**src/rtl/ses_pkg.sv**
```systemverilog
// ----------------------------------------------------------------------------
// ses_pkg
// shared constants and types of the schedule entry sorter
// ----------------------------------------------------------------------------
package ses_pkg;
	localparam int MAX_ENTRIES = 64;
	localparam int IDX_W = $clog2(MAX_ENTRIES);
	localparam int CNT_W = $clog2(MAX_ENTRIES + 1);
	localparam int DAY_W = 7;
	localparam int TIME_W = 16;
	localparam int TAG_W = 16;
	localparam int REC_W = DAY_W + TIME_W + TAG_W;
	localparam int IN_TDATA_W = 40;
	localparam int OUT_TDATA_W = 40;

	typedef struct packed {
		logic [TAG_W-1:0] tag;
		logic [TIME_W-1:0] tim;
		logic [DAY_W-1:0] days;
	} rec_t;

	// true when a must strictly precede b
	function automatic logic precedes(rec_t a, rec_t b);
		logic [DAY_W-1:0] ra, rb;
		for (int i = 0; i < DAY_W; i++) begin
			ra[DAY_W-1-i] = a.days[i];
			rb[DAY_W-1-i] = b.days[i];
		end
		if (ra != rb) return ra > rb;
		return a.tim < b.tim;
	endfunction
endpackage

```
**src/rtl/schedule_entry_sorter.sv**
```systemverilog
// ----------------------------------------------------------------------------
// schedule_entry_sorter
// collects records until one marked last, then emits them in stable order
// ----------------------------------------------------------------------------
// Records load at one item per cycle into a record ram. The item marked last
// starts an insertion sort over an index ram: each record i is read, then
// the sorted list is walked backward entry by entry (index read, then
// record read), shifting larger entries up. The sorted run is then
// emitted item by item, each one read from the rams only after the
// previous one is taken; input is held off from the last item until the
// final result is taken.
module schedule_entry_sorter (
	input  logic                      clk,
	input  logic                      arst_n,
	input  logic                      s_tvalid,
	output logic                      s_tready,
	// day_mask[6:0], arrival_time[22:7], record_tag[38:23], zero fill
	input  logic [ses_pkg::IN_TDATA_W-1:0] s_tdata,
	input  logic                      s_tlast,
	output logic                      m_tvalid,
	input  logic                      m_tready,
	// sorted_days[6:0], sorted_time[22:7], sorted_tag[38:23], zero fill
	output logic [ses_pkg::OUT_TDATA_W-1:0] m_tdata,
	output logic                      m_tlast,
	// overflowed
	output logic                      m_tuser
);
	import ses_pkg::*;

	localparam logic [2:0] ST_LOAD = 3'd0;
	localparam logic [2:0] ST_RCUR = 3'd1;
	localparam logic [2:0] ST_RIDX = 3'd2;
	localparam logic [2:0] ST_CMP  = 3'd3;
	localparam logic [2:0] ST_ORD  = 3'd4;
	localparam logic [2:0] ST_EMIT = 3'd5;
	localparam logic [2:0] ST_WAIT = 3'd6;
	localparam logic [2:0] ST_SHOW = 3'd7;

	logic [2:0] state_q;
	logic [CNT_W-1:0] count_q, i_q, j_q, k_q;
	logic ovf_q;
	rec_t cur_q;

	logic rec_we, ord_we;
	logic [IDX_W-1:0] rec_wa, rec_ra, ord_wa, ord_ra;
	rec_t rec_wd, rec_rd;
	logic [IDX_W-1:0] ord_wd, ord_rd, idx_q;

	ses_ram #(.WIDTH(REC_W), .DEPTH(MAX_ENTRIES)) u_rec (
		.clk(clk), .we(rec_we), .waddr(rec_wa), .wdata(rec_wd),
		.raddr(rec_ra), .rdata(rec_rd)
	);
	ses_ram #(.WIDTH(IDX_W), .DEPTH(MAX_ENTRIES)) u_ord (
		.clk(clk), .we(ord_we), .waddr(ord_wa), .wdata(ord_wd),
		.raddr(ord_ra), .rdata(ord_rd)
	);

	logic s_acc;
	assign s_tready = (state_q == ST_LOAD);
	assign s_acc = s_tvalid && s_tready;
	logic [CNT_W-1:0] jm1;
	logic [CNT_W-1:0] jm2;
	assign jm1 = j_q - CNT_W'(1);
	assign jm2 = j_q - CNT_W'(2);

	always_comb begin
		rec_we = 1'b0;
		rec_wa = count_q[IDX_W-1:0];
		rec_wd = rec_t'(s_tdata[REC_W-1:0]);
		rec_ra = i_q[IDX_W-1:0];
		ord_we = 1'b0;
		ord_wa = j_q[IDX_W-1:0];
		ord_wd = idx_q;
		ord_ra = jm1[IDX_W-1:0];
		case (state_q)
			ST_LOAD: rec_we = s_acc && (count_q < CNT_W'(MAX_ENTRIES));
			ST_RIDX: ord_ra = jm1[IDX_W-1:0];
			ST_CMP:  rec_ra = ord_rd;
			ST_ORD: begin
				// next entry below the one being shifted
				ord_ra = jm2[IDX_W-1:0];
				if (j_q != '0 && precedes(cur_q, rec_rd)) begin
					ord_we = 1'b1;
					ord_wd = idx_q;
				end else begin
					ord_we = 1'b1;
					ord_wd = i_q[IDX_W-1:0];
				end
			end
			ST_EMIT: ord_ra = k_q[IDX_W-1:0];
			ST_WAIT: rec_ra = ord_rd;
			default: ;
		endcase
	end

	always_ff @(posedge clk or negedge arst_n) begin
		if (!arst_n) begin
			state_q <= ST_LOAD;
			count_q <= '0;
			ovf_q <= 1'b0;
			i_q <= '0;
			j_q <= '0;
			k_q <= '0;
			cur_q <= '0;
			idx_q <= '0;
			m_tvalid <= 1'b0;
			m_tdata <= '0;
			m_tlast <= 1'b0;
			m_tuser <= 1'b0;
		end else begin
			case (state_q)
				ST_LOAD: begin
					if (s_acc) begin
						if (count_q < CNT_W'(MAX_ENTRIES)) count_q <= count_q + CNT_W'(1);
						else ovf_q <= 1'b1;
						if (s_tlast) begin
							i_q <= '0;
							state_q <= ST_RCUR;
						end
					end
				end
				ST_RCUR: begin
					if (i_q == count_q) begin
						k_q <= '0;
						state_q <= (count_q == '0) ? ST_LOAD : ST_EMIT;
						ovf_q <= (count_q == '0) ? 1'b0 : ovf_q;
					end else begin
						j_q <= i_q;
						state_q <= ST_RIDX;
					end
				end
				ST_RIDX: begin
					cur_q <= rec_rd;
					state_q <= (j_q == '0) ? ST_ORD : ST_CMP;
				end
				ST_CMP: begin
					idx_q <= ord_rd;
					state_q <= ST_ORD;
				end
				ST_ORD: begin
					if (j_q != '0 && precedes(cur_q, rec_rd)) begin
						j_q <= jm1;
						state_q <= (jm1 == '0) ? ST_ORD : ST_CMP;
					end else begin
						i_q <= i_q + CNT_W'(1);
						state_q <= ST_RCUR;
					end
				end
				ST_EMIT: begin
					if (!m_tvalid || m_tready) begin
						m_tvalid <= 1'b0;
						if (m_tvalid && m_tlast) begin
							count_q <= '0;
							ovf_q <= 1'b0;
							state_q <= ST_LOAD;
						end else begin
							state_q <= ST_WAIT;
						end
					end
				end
				ST_WAIT: state_q <= ST_SHOW;
				ST_SHOW: begin
					m_tvalid <= 1'b1;
					m_tdata <= {{(OUT_TDATA_W-REC_W){1'b0}}, rec_rd};
					m_tlast <= (k_q + CNT_W'(1) == count_q);
					m_tuser <= ovf_q;
					k_q <= k_q + CNT_W'(1);
					state_q <= ST_EMIT;
				end
				default: state_q <= ST_LOAD;
			endcase
		end
	end
endmodule

```
**src/rtl/ses_ram.sv**
```systemverilog
// ----------------------------------------------------------------------------
// ses_ram
// generic single-port-write, single-port-read ram with registered read
// ----------------------------------------------------------------------------
module ses_ram #(
	parameter int WIDTH = 8,
	parameter int DEPTH = 16
) (
	input  logic                     clk,
	input  logic                     we,
	input  logic [$clog2(DEPTH)-1:0] waddr,
	input  logic [WIDTH-1:0]         wdata,
	input  logic [$clog2(DEPTH)-1:0] raddr,
	output logic [WIDTH-1:0]         rdata
);
	logic [WIDTH-1:0] mem [DEPTH];

	always_ff @(posedge clk) begin
		if (we) mem[waddr] <= wdata;
		rdata <= mem[raddr];
	end
endmodule

```
**config.mk**
```make
export PLATFORM = sky130hd
export DESIGN_NAME = schedule_entry_sorter
export DESIGN_NICKNAME = d
export VERILOG_FILES = /design/src/rtl/ses_pkg.sv /design/src/rtl/schedule_entry_sorter.sv /design/src/rtl/ses_ram.sv
export SDC_FILE = /design/constraint.sdc
export NUM_CORES = 2
export LEC_CHECK = 0
export BUFFER_PORTS_ARGS = -buffer_cell sky130_fd_sc_hd__clkbuf_2
export CAP_MARGIN = 20
export CORE_MARGIN = 2
export CORE_UTILIZATION = 35
export CTS_CLUSTER_DIAMETER = 120
export DETAILED_ROUTE_END_ITERATION = 10
export MAX_ROUTING_LAYER = met4
export PLACE_DENSITY_LB_ADDON = 0.2
export SYNTH_ARGS = -nofsm -noshare
export SYNTH_HDL_FRONTEND = slang
export SYNTH_SLANG_ARGS = --single-unit
```
**constraint.sdc**
```tcl
create_clock -name clk -period 5.16 [get_ports clk]
set_input_delay 0 -clock clk [delete_from_list [all_inputs] [get_ports clk]]
set_output_delay 0 -clock clk [all_outputs]
set_load 0.01 [all_outputs]
```
==> results.md <==
* Status: finished, final reports clean
* Slew @ Worst Pin at about 1.2 ns
* Slack of the critical path at approximately 0.57 ns
* DRT iter0 DRCs at 9459
* CTS root buf: clkbuf_16
* Post-CTS Setup Bufs at 0
* Synth warn at 0
* Leakage at roughly 46 nW
* Finished Layout Cells at about 13000
* Critical Path Start Type: flop
* Final period util at 0.8897
* Distinct cells, synth at 75
* WP data arrival at 5.33 ns
* Cell area after layout at ~140000 µm²
* First-pass GRT wire length at 551800 µm
* Endpoint, Worst Hold: u_rec.mem[10][25]$_DFFE_PP_
* Post-DP HPWL at around 230000 µm
* Worst-path clk slew at 0.06 ns
* Hold path cells at 2
* Leading register cell type out of synthesis: edfxtp_1
* TritonCTS Buffers at around 320
* Hold Crit Start: s_tdata[25]
* Drt first pass iters at 6
* Synthesized cell area at 119100 µm²
* Rows at between 200 and 250
* Reg-to-Reg Start: state_q[2]$_DFFE_PN0P_
* Final Core Density at 0.4084
* Clk Latency, worst-skew pair at 0.89 ns
* Critical path class: flop to flop
* Final nets at around 7900
* Crit path max fanout at 21
* Synthesized flop and latch total at between 3000 and 4000
* Clock Sinks at 3028
* Rel. slew slack at 0.2195
* DRC violations left at 0
* Setup slack, reg-to-reg at ~0.57 ns
* Area of the multi-input gates at ~28000 µm²
* Clock buffer depth at 4
* Total Routed Length at ~400000 µm
* Max-slew violations at 0
* Vias at around 71000
* Final GP Congestion at about 0.83
* Unrepaired setup endpoints after global routing: no
* Post-place instance area at ~130000 µm²
* Syn_area_per_cell at between 15 and 20 µm²
* Vias in the first global route at just under 70000
* Vias per cell at 5.640
* Chip Height at 587.2 µm
* Clock H-tree levels at 5
* Pwr dens at around 560 nW/µm²
* Final-layout fill cell count at 30720
* Largest net degree at the start of global routing at 85
* Die X at 587.2 µm
* Core area at about 340000 µm²
* Final hold slack at 0.04170 ns
* Period minus WS final at 4.591 ns
* WP data required at ~5.9 ns
* Syn_nets at 7533
* IO buf count at between 80 and 90
* Fraction of layout cells with a size suffix above 1 at 0.1535
* Cells after synthesis at around 7500
* Hold Violations, Final at 0
* GR Util All Layers at 0.2339
* Pwr Total at roughly 78 mW
* # placed instances at around 12000
* Area delta synth->final at 16.39%
* Final setup fails at 0
* Pre-CTS setup slack at between 0.6 and 0.7 ns
* Capture point of the worst reg-to-reg path: u_rec.rdata[6]$_DFF_P_
* Setup TNS at 0 ns
* Number of synthesized flops with an enable pin at roughly 2900
* DR WL/cell at approximately 32 µm
* Die Area at about 340000 µm²
* Sequential area share after synthesis at 0.7556
* Hold WC Path Type: primary input to flop
* I/O pin cnt at 89
* Initial antenna violation count at 37
* Max IR drop VDD at 0.4670 mV
* Register Area at 89960 µm²
* Antenna-violating nets left at 0
* CP Capture Type: flop
* Setup Skew at between 0.04 and 0.05 ns
* R2R cell count at 9
* Post-synth ARST share at 0.03402
* Max-Cap Viols at 0
* TritonCTS clock tree: done
* Initial Util at 0.3509
* Global route overflow at 0
* FMAX at 217.8 MHz
## flip-flops by register name (all words and copies together) (netlist names)
register / flops
m_tdata: 39
u_ord.rdata: 6
ovf_q: 1
u_rec.mem: 2496
count_q: 7
m_tuser: 1
cur_q: 23
k_q: 7
u_rec.rdata: 39
m_tlast: 1
idx_q: 6
j_q: 7
u_ord.mem: 384
m_tvalid: 1
state_q: 3
i_q: 7
## synth_stat cells (25+ instances only)
master        n  share of area
nand2_1    1275          0.040
nand3_1     387          0.016
buf_2       124         0.0052
and3_1      140         0.0074
a221oi_1     54         0.0040
o2111ai_1    58         0.0043
buf_1        84         0.0026
o21ai_0     125         0.0053
a22oi_1      30         0.0019
nor2_1      247         0.0078
inv_1        37         0.0012
mux2_2       36         0.0034
a311oi_1     47         0.0035
a211oi_1    130         0.0082
a32oi_1      25         0.0018
clkbuf_1    221         0.0070
ha_1         33         0.0035
nand4_1      50         0.0026
edfxtp_1   2880           0.73
mux4_2      230          0.044
dfrtp_1     103          0.022
a21oi_1     197         0.0083
dfxtp_1      45         0.0076
mux2i_1     504          0.042
a31oi_1     107         0.0056
## how the worst max path moves through the flow
stage	from	end	slack, ns	depth (start not counted)
6_report	state_q[2]$_DFFE_PN0P_	u_rec.rdata[6]$_DFF_P_	0.57	9
2_1_floorplan	cur_q[2]$_DFFE_PN0N_	u_ord.mem[0][1]$_DFFE_PP_	0.03	8
5_1_grt	state_q[2]$_DFFE_PN0P_	u_rec.rdata[6]$_DFF_P_	0.34	9
3_3_place_gp	state_q[2]$_DFFE_PN0P_	u_rec.rdata[6]$_DFF_P_	0.72	9
4_1_cts	state_q[2]$_DFFE_PN0P_	u_rec.rdata[6]$_DFF_P_	0.67	9
3_5_place_dp	state_q[2]$_DFFE_PN0P_	u_rec.rdata[6]$_DFF_P_	0.69	9
## power breakdown
group          leakage (nW)  total [mW]  switching (mW)  internal (mW)
combinational          13.7        26.2            17.1           9.08
clock                  4.97        22.7            9.60           13.1
sequential             27.6        29.4            1.10           28.3
total                  46.3        78.3            27.8           50.4
## cells in the final DEF (no fill, tap or decap), types with 122 or more instances in the layout
master and n:
clkbuf_16 330, edfxtp_1 2880, a21oi_1 195, nand3_1 384, nor2_1 170, a211oi_1 130, buf_4 217, o21ai_0 122
nand2_1 1272, mux4_2 230, and3_1 140, mux2i_1 501
## worst max-delay path, cell delays in order, from the launching register on
cell and delay (ns):
dfrtp_1 0.63, xor2_2 0.47, a21boi_1 0.32, nor2_4 0.74
buf_4 0.51, mux4_2 0.56, mux2i_1 0.27, o211ai_1 0.16
a221oi_1 0.60, nand3_1 0.17
## cell type report
| class | instances | area share |
|---|---|---|
| well taps | 4536 | 0.04096 |
| repair buffers | 460 | 0.03421 |
| flip-flops and latches | 3028 | 0.6493 |
| inverters | 39 | 0.001057 |
| multi-input cells | 3942 | 0.2009 |
| clock buffers | 422 | 0.06354 |
| diodes | 23 | 0.0004154 |
| clock inverters | 157 | 0.009617 |
## cells by family after synthesis
logic type | synth area share
DFF | 0.7556
and+or+nand+nor | 0.08062
buffers and inverters | 0.01719
AOI/OAI and AO/OA | 0.05177
xor gates and xnor gates | 0.001976
other | 0.00003150
adders and majority gates | 0.003468
muxes | 0.08929
## what timing repair did
item                       CTS  global route
hold buffers                23            25
resized for setup            0             0
hold endpoints to repair  1082          1536
## routing by layer
layer  global-route usage  share of wire  up-vias
met5                    -              0        -
met1               0.3217           0.43    37620
met2               0.3547           0.46     3177
met4              0.06207          0.028        0
met3              0.04631          0.086      597
li1                     -              -    29710
(Power assumes the default switching activity.)
